--- config.mk ---
export PLATFORM = sky130hd
export DESIGN_NAME = section_address_translator
export DESIGN_NICKNAME = d
export VERILOG_FILES = /design/src/hdl/sat_pkg.sv /design/src/hdl/sat_ctrl.sv /design/src/hdl/sat_dp.sv /design/src/hdl/section_address_translator.sv
export SDC_FILE = /design/constraint.sdc
export NUM_CORES = 2
export LEC_CHECK = 0
export BUFFER_PORTS_ARGS = -buffer_cell sky130_fd_sc_hd__buf_2
export CAP_MARGIN = 20
export CORE_UTILIZATION = 60
export CTS_CLUSTER_SIZE = 20
export DETAILED_ROUTE_END_ITERATION = 10
export MAX_ROUTING_LAYER = met4
export PLACE_DENSITY = 0.77
export SLEW_MARGIN = 20
export SYNTH_ARGS = -nofsm -noshare
export SYNTH_HDL_FRONTEND = slang
export SYNTH_HIERARCHICAL = 1
export SYNTH_SLANG_ARGS = --single-unit
--- constraint.sdc ---
create_clock -name clock -period 12.1 [get_ports clock]
set_clock_uncertainty 0.05 [all_clocks]
set_input_delay 0.605 -clock clock [delete_from_list [all_inputs] [get_ports clock]]
set_output_delay 0.605 -clock clock [all_outputs]
set_load 0.01 [all_outputs]
--- src/hdl/sat_pkg.sv ---
package sat_pkg;

   localparam int unsigned DEF_MAX_SECTIONS = 16;
   localparam int unsigned WORD_W = 32;

   // configuration register indexes
   localparam logic [2:0] CSR_IMAGE_SIZE    = 3'd0;
   localparam logic [2:0] CSR_FILE_ALIGN    = 3'd1;
   localparam logic [2:0] CSR_SECTION_ALIGN = 3'd2;
   localparam logic [2:0] CSR_HEADER_END    = 3'd3;
   localparam logic [2:0] CSR_REGION_COUNT  = 3'd4;

   // request kinds
   localparam logic REQ_LOAD      = 1'b0;
   localparam logic REQ_TRANSLATE = 1'b1;

   // result outcome codes
   localparam logic [1:0] OC_MAPPED  = 2'd0;
   localparam logic [1:0] OC_PASS    = 2'd1;
   localparam logic [1:0] OC_INVALID = 2'd2;
   localparam logic [1:0] OC_REALIGN = 2'd3;

   // controller to datapath
   typedef struct packed {
      logic load_req;    // capture request item
      logic write_entry; // write table entry from captured load
      logic rd_issue;    // read entry at walk index
      logic walk_clear;  // reset walk index to zero
      logic walk_next;   // advance walk index
      logic cmp_step;    // evaluate current entry against offset
      logic div_start;   // start realign division
      logic div_step;    // one division step
      logic fin_mul;     // form realigned result
      logic out_load;    // move result into output register
   } ctl_type;

   // datapath to controller
   typedef struct packed {
      logic is_translate;
      logic early_done;  // decided before the walk
      logic walk_done;   // decided during the walk
      logic need_div;    // boundary case found
      logic walk_last;   // no more entries
      logic div_done;
   } sts_type;

endpackage

--- src/hdl/sat_ctrl.sv ---
module sat_ctrl
   import sat_pkg::*;
(
   input  logic    clock,
   input  logic    reset,
   input  logic    req_tvalid,
   output logic    req_tready,
   output logic    rsp_tvalid,
   input  logic    rsp_tready,
   input  sts_type sts,
   output ctl_type ctl
);

   typedef enum logic [2:0] {
      ST_IDLE, ST_DECODE, ST_READ, ST_CMP, ST_DIV, ST_MUL, ST_OUT
   } state_type;

   state_type state_ff, state_in;
   logic      out_valid_ff, out_valid_in;

   assign req_tready = (state_ff == ST_IDLE);
   assign rsp_tvalid = out_valid_ff;

   // sequencer
   always_comb begin
      state_in     = state_ff;
      out_valid_in = out_valid_ff;
      ctl          = '0;
      if (out_valid_ff && rsp_tready) begin
         out_valid_in = 1'b0;
      end
      case (state_ff)
         ST_IDLE: begin
            if (req_tvalid) begin
               ctl.load_req = 1'b1;
               state_in     = ST_DECODE;
            end
         end
         ST_DECODE: begin
            ctl.walk_clear = 1'b1;
            if (!sts.is_translate) begin
               ctl.write_entry = 1'b1;
               state_in        = ST_IDLE;
            end else if (sts.early_done) begin
               state_in = ST_OUT;
            end else begin
               // walk index is cleared at this edge, read entry zero next
               state_in = ST_READ;
            end
         end
         ST_READ: begin
            ctl.rd_issue = 1'b1;
            state_in     = ST_CMP;
         end
         ST_CMP: begin
            ctl.cmp_step = 1'b1;
            if (sts.walk_done) begin
               state_in = ST_OUT;
            end else if (sts.need_div) begin
               ctl.div_start = 1'b1;
               state_in      = ST_DIV;
            end else if (sts.walk_last) begin
               state_in = ST_OUT;
            end else begin
               ctl.walk_next = 1'b1;
               state_in      = ST_READ;
            end
         end
         ST_DIV: begin
            ctl.div_step = 1'b1;
            if (sts.div_done) begin
               state_in = ST_MUL;
            end
         end
         ST_MUL: begin
            ctl.fin_mul = 1'b1;
            state_in    = ST_OUT;
         end
         ST_OUT: begin
            if (!out_valid_ff || rsp_tready) begin
               ctl.out_load = 1'b1;
               out_valid_in = 1'b1;
               state_in     = ST_IDLE;
            end
         end
         default: state_in = ST_IDLE;
      endcase
   end

   always_ff @(posedge clock) begin
      if (reset) begin
         state_ff     <= ST_IDLE;
         out_valid_ff <= 1'b0;
      end else begin
         state_ff     <= state_in;
         out_valid_ff <= out_valid_in;
      end
   end

endmodule

--- src/hdl/sat_dp.sv ---
module sat_dp
   import sat_pkg::*;
#(
   parameter int unsigned MAX_SECTIONS = DEF_MAX_SECTIONS
) (
   input  logic        clock,
   input  logic        reset,
   input  logic [7:0]  req_tdata_type,
   input  logic [135:0] req_tdata,
   input  logic        csr_we,
   input  logic [2:0]  csr_index,
   input  logic [31:0] csr_wdata,
   input  ctl_type     ctl,
   output sts_type     sts,
   output logic [39:0] rsp_tdata
);

   localparam int unsigned IDX_W = (MAX_SECTIONS > 1) ? $clog2(MAX_SECTIONS) : 1;
   localparam int unsigned CNT_W = $clog2(MAX_SECTIONS + 1);

   logic [31:0] image_size_ff, file_align_ff, section_align_ff, header_end_ff;
   logic [4:0]  region_count_ff;

   // configuration registers
   always_ff @(posedge clock) begin
      if (reset) begin
         image_size_ff    <= '0;
         file_align_ff    <= 32'd512;
         section_align_ff <= 32'd4096;
         header_end_ff    <= '0;
         region_count_ff  <= '0;
      end else if (csr_we) begin
         case (csr_index)
            CSR_IMAGE_SIZE:    image_size_ff    <= csr_wdata;
            CSR_FILE_ALIGN:    file_align_ff    <= csr_wdata;
            CSR_SECTION_ALIGN: section_align_ff <= csr_wdata;
            CSR_HEADER_END:    header_end_ff    <= csr_wdata;
            CSR_REGION_COUNT:  region_count_ff  <= csr_wdata[4:0];
            default: ;
         endcase
      end
   end

   // captured request item
   logic        rtype_ff;
   logic [3:0]  ridx_ff;
   logic [31:0] rvb_ff, rvs_ff, rraw_ff, off_ff;
   always_ff @(posedge clock) begin
      if (ctl.load_req) begin
         rtype_ff <= req_tdata_type[0];
         ridx_ff  <= req_tdata[3:0];
         rvb_ff   <= req_tdata[35:4];
         rvs_ff   <= req_tdata[67:36];
         rraw_ff  <= req_tdata[99:68];
         off_ff   <= req_tdata[131:100];
      end
   end

   // effective region count, clamped
   logic [CNT_W-1:0] n_eff;
   always_comb begin
      if (32'(region_count_ff) > 32'(MAX_SECTIONS)) begin
         n_eff = CNT_W'(MAX_SECTIONS);
      end else begin
         n_eff = CNT_W'(region_count_ff);
      end
   end

   // region table memory, one entry of base, size and raw base
   logic [95:0]      mem [MAX_SECTIONS];
   logic [95:0]      cur_ff, nxt_ff;
   logic [CNT_W-1:0] walk_ff;
   logic [CNT_W-1:0] walk_p1;
   assign walk_p1 = walk_ff + CNT_W'(1);

   always_ff @(posedge clock) begin
      if (ctl.write_entry && (32'(ridx_ff) < 32'(MAX_SECTIONS))) begin
         mem[IDX_W'(ridx_ff)] <= {rraw_ff, rvs_ff, rvb_ff};
      end
      if (ctl.rd_issue) begin
         cur_ff <= mem[walk_ff[IDX_W-1:0]];
         nxt_ff <= mem[(walk_p1 < n_eff) ? walk_p1[IDX_W-1:0] : walk_ff[IDX_W-1:0]];
      end
   end

   always_ff @(posedge clock) begin
      if (reset || ctl.walk_clear) begin
         walk_ff <= '0;
      end else if (ctl.walk_next) begin
         walk_ff <= walk_p1;
      end
   end

   // pre-walk decision
   logic        early;
   logic [31:0] early_val;
   logic [1:0]  early_oc;
   always_comb begin
      early     = 1'b1;
      early_val = off_ff;
      early_oc  = OC_PASS;
      if (off_ff > image_size_ff) begin
         early_val = '0;
         early_oc  = OC_INVALID;
      end else if (file_align_ff == section_align_ff || off_ff <= header_end_ff) begin
         early_oc = OC_PASS;
      end else if (n_eff == '0) begin
         early_oc = OC_PASS;
      end else begin
         early = 1'b0;
      end
   end

   // entry compare
   logic [32:0] c_end;
   logic [31:0] c_base, c_raw, n_base, rel;
   logic        has_next, in_gap, in_reg, at_bound, before_first;
   assign c_base       = cur_ff[31:0];
   assign c_raw        = cur_ff[95:64];
   assign c_end        = {1'b0, c_base} + {1'b0, cur_ff[63:32]};
   assign n_base       = nxt_ff[31:0];
   assign has_next     = (walk_p1 < n_eff);
   assign rel          = off_ff - c_base;
   assign before_first = (walk_ff == '0) && (off_ff < c_base);
   assign in_gap       = has_next && ({1'b0, off_ff} > c_end) && (off_ff < n_base);
   assign in_reg       = (off_ff >= c_base) && ({1'b0, off_ff} <= c_end);
   assign at_bound     = has_next && ({1'b0, off_ff} == c_end) && (off_ff == n_base);

   // restoring divider, one quotient bit a step
   logic [31:0] q_ff, rem_ff, dvd_ff, raw_hold_ff;
   logic [5:0]  dcnt_ff;
   logic [32:0] trial;
   assign trial = {rem_ff, dvd_ff[31]} - {1'b0, section_align_ff};
   always_ff @(posedge clock) begin
      if (ctl.div_start) begin
         q_ff        <= '0;
         rem_ff      <= '0;
         dvd_ff      <= rel;
         raw_hold_ff <= c_raw;
         dcnt_ff     <= '0;
      end else if (ctl.div_step && dcnt_ff != 6'd32) begin
         dvd_ff  <= {dvd_ff[30:0], 1'b0};
         dcnt_ff <= dcnt_ff + 6'd1;
         if (!trial[32]) begin
            rem_ff <= trial[31:0];
            q_ff   <= {q_ff[30:0], 1'b1};
         end else begin
            rem_ff <= {rem_ff[30:0], dvd_ff[31]};
            q_ff   <= {q_ff[30:0], 1'b0};
         end
      end
   end

   // result register before output
   logic [31:0] res_ff;
   logic [1:0]  oc_ff;
   logic [63:0] prod;
   logic [31:0] q_eff;
   assign q_eff = (section_align_ff == '0) ? '0 : q_ff;
   assign prod  = q_eff * file_align_ff;
   always_ff @(posedge clock) begin
      if (ctl.walk_clear) begin
         res_ff <= early_val;
         oc_ff  <= early_oc;
      end else if (ctl.cmp_step) begin
         if (before_first || in_gap) begin
            res_ff <= '0;
            oc_ff  <= OC_INVALID;
         end else if (in_reg && !at_bound) begin
            res_ff <= c_raw + rel;
            oc_ff  <= OC_MAPPED;
         end else begin
            res_ff <= off_ff;
            oc_ff  <= OC_PASS;
         end
      end else if (ctl.fin_mul) begin
         res_ff <= raw_hold_ff + prod[31:0];
         oc_ff  <= OC_REALIGN;
      end
   end

   logic [31:0] out_off_ff;
   logic [1:0]  out_oc_ff;
   always_ff @(posedge clock) begin
      if (ctl.out_load) begin
         out_off_ff <= res_ff;
         out_oc_ff  <= oc_ff;
      end
   end
   assign rsp_tdata = {6'd0, out_oc_ff, out_off_ff};

   assign sts.is_translate = (rtype_ff == REQ_TRANSLATE);
   assign sts.early_done   = early;
   assign sts.walk_done    = before_first || in_gap || (in_reg && !at_bound);
   assign sts.need_div     = in_reg && at_bound;
   assign sts.walk_last    = !has_next;
   assign sts.div_done     = (dcnt_ff == 6'd32);

endmodule

--- src/hdl/section_address_translator.sv ---
// Section address translator. A load item (tuser 0) writes one region entry
// and gives no result; after acceptance it is decoded and written, and then
// the input is ready again. A translate item (tuser 1) gives one result item:
// it is accepted, decoded, then each region entry visited is read and then
// compared, and the result is moved to the output register; at most
// region_count entries are visited, with region_count clamped to MAX_SECTIONS.
// The boundary realign case adds a bit-serial division and a multiply step
// before the output. One item is in work at a time; the output
// register holds a result while the next item is taken, and a new result
// waits in place until the held one is taken.
module section_address_translator
   import sat_pkg::*;
#(
   parameter int unsigned MAX_SECTIONS = DEF_MAX_SECTIONS
) (
   input  logic         clock,
   input  logic         reset,
   input  logic         req_tvalid,
   output logic         req_tready,
   input  logic [135:0] req_tdata,  // region_index, region_vbase, region_vsize,
                                    // region_raw_base, virt_offset
   input  logic         req_tuser,  // req_type
   output logic         rsp_tvalid,
   input  logic         rsp_tready,
   output logic [39:0]  rsp_tdata,  // file_offset, outcome
   input  logic         csr_we,
   input  logic [2:0]   csr_index,
   input  logic [31:0]  csr_wdata
);

   ctl_type ctl;
   sts_type sts;

   sat_ctrl u_ctrl (
      .clock      (clock),
      .reset      (reset),
      .req_tvalid (req_tvalid),
      .req_tready (req_tready),
      .rsp_tvalid (rsp_tvalid),
      .rsp_tready (rsp_tready),
      .sts        (sts),
      .ctl        (ctl)
   );

   sat_dp #(.MAX_SECTIONS(MAX_SECTIONS)) u_dp (
      .clock          (clock),
      .reset          (reset),
      .req_tdata_type ({7'd0, req_tuser}),
      .req_tdata      (req_tdata),
      .csr_we         (csr_we),
      .csr_index      (csr_index),
      .csr_wdata      (csr_wdata),
      .ctl            (ctl),
      .sts            (sts),
      .rsp_tdata      (rsp_tdata)
   );

endmodule

* Word-level counts from Yosys, hierarchy flattened
Memory sizes are Yosys's and may differ from the RTL's. A register that Yosys moved wholly into a read port is not among the register bits.
Index checks and enable logic that the tools add are counted.
** Storage, ports and cells
- Register bits after elaboration :: 477
- Memory bits (writable) :: 1536
- Input port bits :: 177
- Output and inout port bits :: 42
- Word-level logic and storage cells :: 141
- Memories kept :: 1
** Memory list
- u_dp.mem :: words 16, width 96, rd ports 2, clocked after Yosys merged registers in 2, write ports 1, line sat_dp.sv:70 : logic [95:0] mem [MAX_SECTIONS];
** Cells by class
- Add/sub/neg operators :: 7
- $mul :: 1
- $lt $le $gt $ge :: 9
- Equal/unequal tests :: 18
- Mux-type cells :: 52
- Reduce and logical (&&, ||, !) cells :: 30
** Operators with widths (count)
- 32-bit 2-to-1 mux :: 10
- 32-bit adder :: 2
- 32-bit == test :: 2
- 32-bit less-than comparator :: 2
- 32-bit by 32-bit adder with 33-bit output :: 1
- 32-bit by 33-bit == test with 1-bit output :: 1
- 32-bit by 33-bit greater-than comparator with 1-bit output :: 1
- 32-bit by 33-bit less-or-equal comparator with 1-bit output :: 1
- 33-bit by 32-bit subtractor with 33-bit output :: 1
- 32-bit >= comparator :: 1
- 32-bit greater-than comparator :: 1
- 32-bit less-or-equal comparator :: 1
- 32-bit zero test :: 1
- 32-bit by 32-bit multiplier with 32-bit output :: 1
- 32-bit subtractor :: 1
- 3-bit 2-to-1 mux :: 9
- 1-bit 2-to-1 mux :: 25
- 3-bit one-hot mux with 7 select lines :: 1
- 3-bit by 2-bit == test with 1-bit output, second input constant :: 4
- 3-bit == test, second input constant :: 4
- 1-bit logical AND :: 10
- 5-bit zero test :: 2
- 2-bit 2-to-1 mux :: 5
- 2-bit AND reduction :: 5
- other kinds (17) :: 25

* Depth between registers and ports, before layout
- Word-level depth :: 12
- Mapped depth :: 35
- Mapped depth without buffers :: 32

* Hierarchy
Netlist, hierarchy kept.
** Modules (own cells, without submodules)
- sat_dp :: instances 1, cells each 7163, area an instance 108696.7 µm², sequential area each 62089.5 µm²
- sat_ctrl :: instances 1, cells each 37, area an instance 316.6 µm², sequential area each 80.1 µm²
- section_address_translator :: instances 1, cells each 1, area an instance 3.8 µm², sequential area each 0.0 µm²

* Worst setup path before layout
Ideal clock, no wire load.
- Path kind :: flip-flop to flip-flop
- Start point :: reg u_ctrl.state_ff[2]
- End point :: reg u_dp.cur_ff[0], read port of u_dp.mem (enable)
- Setup time :: 0.797 ns
- Data arrival time :: 9.725 ns
- Data required time :: 11.253 ns
- Setup slack :: 1.528 ns
- Stages on the path, launching flop included :: 3
- Path buffers :: 1
- Period minus slack after synthesis :: 10.572 ns
- Cell sequence :: dfxtp_1 > buf_2 > nor3b_1
** RTL lines
- start, declared :: line sat_ctrl.sv:18 : state_type state_ff, state_in;
- start signal, assigned :: line sat_ctrl.sv:95 : state_ff <= state_in;
- end, declared :: line sat_dp.sv:71 : logic [95:0] cur_ff, nxt_ff;

* Final worst setup path
- Start point :: reg u_dp.section_align_ff[24]
- End point :: reg u_dp.res_ff[29], data pin
** Between the ends
- Longest elaborated chain between the ends :: 7
** Ends and longest elaborated chain
- start, declared :: line sat_dp.sv:21 : logic [31:0] image_size_ff, file_align_ff, section_align_ff, header_end_ff;
- start signal, assigned :: line sat_dp.sv:36 : CSR_SECTION_ALIGN: section_align_ff <= csr_wdata;
- 32-bit zero test :: line sat_dp.sv:159 : assign q_eff = (section_align_ff == '0) ? '0 : q_ff;
- 32-bit 2-to-1 mux :: line sat_dp.sv:159
- 32-bit by 32-bit multiplier with 32-bit output :: line sat_dp.sv:160 : assign prod = q_eff * file_align_ff;
- 32-bit adder :: line sat_dp.sv:177 : res_ff <= raw_hold_ff + prod[31:0];
- 32-bit 2-to-1 mux :: line sat_dp.sv:176 : end else if (ctl.fin_mul) begin
- 32-bit 2-to-1 mux :: line sat_dp.sv:165 : end else if (ctl.cmp_step) begin
- 32-bit 2-to-1 mux :: line sat_dp.sv:162 : if (ctl.walk_clear) begin
- end signal, assigned :: line sat_dp.sv:163 : res_ff <= early_val;
- end signal, assigned :: line sat_dp.sv:170 : res_ff <= c_raw + rel;
- end signal, assigned :: line sat_dp.sv:177
- end, declared :: line sat_dp.sv:155 : logic [31:0] res_ff;
No other way between the ends. The select of a mux whose other input is x is not followed.
A chain may end at the register's enable or synchronous reset.

==> flow_summary.ini <==
[global_routing]
use_met1_pct = 42.3
grtUsageMet2_pct = 55.9
grt_util_all_layers_pct = 35.0
grt_pass1_wl_um = 452000
grt_overflow = 0
grt_max_degree = 237
use_met3_pct = 6.09
busiest_layer = met2
antenna_found_initial = 11
first_global_vias = 68191

[hold_path]
hp-start = csr_wdata[0]
holdCritPathClass = in2reg

[setup_path]
crit_required_ns = 12.55
cpPeakStageDelay_ns = 0.71
reg2reg_from = u_dp/section_align_ff[24]
cp.arrival_ns = 10.12
worst-path-max-fanout = 74
start_kind = flop
critical_path.endpoint_type = flop
path_class = reg2reg
cp_common_cell = fa_1
timing.critical_path.from = u_dp/section_align_ff[24]
slowest_stage = a2111oi_0

[synth]
synth_cells = 7200
yosysWarnings = 6
avgSynthCellArea_um2 = 15.1
syn_area_mm2 = 0.109

[detailed_routing]
dr.pass1.iters = 6
num_vias = 66816
drc_errors = 0
drtAntennaViolNets = 0
vias_per_cell = 6.65
finalWirelength_um = 310000
wl_per_cell_um = 30.8
dr.first_iter.drc_count = 8513

[floorplanning]
io_pins = 219
core.rowCount = 156
fp.dieH_um = 428
core_mm2 = 0.181
die-area_mm2 = 0.183
die_w_um = 428
start_util_pct = 60.4

[sta]
fmax_ghz = 0.103
rsz0062_at_grt = no
maxSlewViolCount = 0
tns_ns = 0
worst_pin_slew_ns = 1.20
setup_ws_ns = 2.43
setup-violations-final = 0
min_period_ns = 9.67
finalHoldViolCount = 0
period_share_pct = 80.0
maxSlewHeadroom_pct = 19.8

[power]
pwr_density_cell_mw_per_mm2 = 144
ir_worst_vdd_mv = 0.162
total_power_mw = 17.5
p_leak_nw = 44.1

[flow_run]
cap_violations = 0

[cells_and_area]
reg_top3 = u_dp/mem x1536, u_dp/cur_ff x96
nets = 8520
syn2layout_area_growth_pct = 11.2
largest_reg_flops = 1536
regMostFlops = u_dp/mem
drive_above_1_share_pct = 17.5
utilization_pct = 67.1

[clocking]
htreeDepth = 4
cts_tree = built
clock-root-buffer = clkbuf_16
cts.sinks = 2141
clk_latency_ns = 0.90
clockBufferDepth = 3
numCtsBuffers = 207
clk_pin_slew_worst_paths_ns = 0.06

[placement]
place_congestion = 0.945
portBuffers = 208
hpwl_um = 184000
pre_cts_ws_ns = 2.68

[status]
status = finished, final reports clean
-- critical path, delay by kind of cell (launching register included) --
family / cells / cell delay [ns]
XOR/XNOR: 1 / 0.20
buffers and inverters: 5 / 0.60
adder cells (fa/ha/maj): 9 / 3.89
AND/OR/NAND/NOR: 4 / 1.31
AO/OA/AOI/OAI: 10 / 2.78
flip-flops: 1 / 0.35
-- power by group --
part           total [mW]  switching (mW)  internal (mW)
clock                6.43            2.90           3.53
combinational        2.34            1.41          0.933
sequential           8.68           0.315           8.37
-- final cells by class --
class                   instances  area (um2)
diodes                         10        25.0
clock inverters               112        1270
fillers                     11666       59400
clock buffers                 257        5410
flip-flops and latches       2141       62200
multi-input cells            3980       42900
well taps                    2370        2970
inverters                     695        2610
repair buffers                489        3770
-- metrics by stage --
stage / hold WS, ns / std cells / cell area (um2)
6_report: 0.0470 / 10054 / 121000
4_1_cts: 0.000706 / 10044 / 121000
3_5_place_dp: 0.355 / 9511 / 113000
5_1_grt: 0.0216 / 10049 / 121000
3_3_place_gp: 0.351 / 9508 / 113000
2_1_floorplan: 0.350 / 7205 / 109000
-- routing by layer --
| metal | wire length [um] | vias to the layer above |
|---|---|---|
| met5 | 0 | - |
| met4 | 21200 | 0 |
| met3 | 30600 | 1029 |
| met2 | 152000 | 4344 |
| met1 | 107000 | 34000 |
| li1 | - | 27443 |
-- cells in the final DEF (no fill, tap or decap), types with 13 or more instances in the layout --
cell type,count
a211oi_1,41
a21o_1,83
a21oi_1,313
a31oi_1,20
and2_1,23
and3_1,336
buf_2,207
buf_4,103
bufinv_16,16
clkbuf_1,47
clkbuf_16,208
clkinv_1,39
clkinv_2,29
dfxtp_1,208
dlygate4sd3_1,164
edfxtp_1,1929
fa_1,442
ha_1,387
inv_1,693
mux2_2,30
mux2i_1,31
mux4_2,640
nand2_1,616
nand2b_1,29
nand3_1,60
nand4_1,46
nor2_1,151
nor2_4,13
nor2b_1,42
nor3_1,38
nor4_1,25
o211ai_1,16
o21a_1,40
o21ai_0,90
o21bai_1,18
o221ai_1,20
o31ai_1,13
or3_1,15
xnor2_1,126
xor2_1,107
-- timing repair --
action                                 in CTS  in global routing
endpoints found under the hold margin     221                  0
setup endpoints to repair                   0                  0
setup buffers                               0                  0
hold buffers                              164                  0
gates resized for setup                     0                  0
-- final timing paths --
path | endpoint | cells after the start | slack (ns)
setup / recovery | u_dp/res_ff[29] | 29 | 2.43
hold / removal | u_dp/section_align_ff[0] | 3 | 0.05
setup reg to reg | u_dp/res_ff[29] | 29 | 2.43
hold reg to reg | u_dp/out_off_ff[19] | 0 | 0.35
Power figures use the tool's default switching activity.
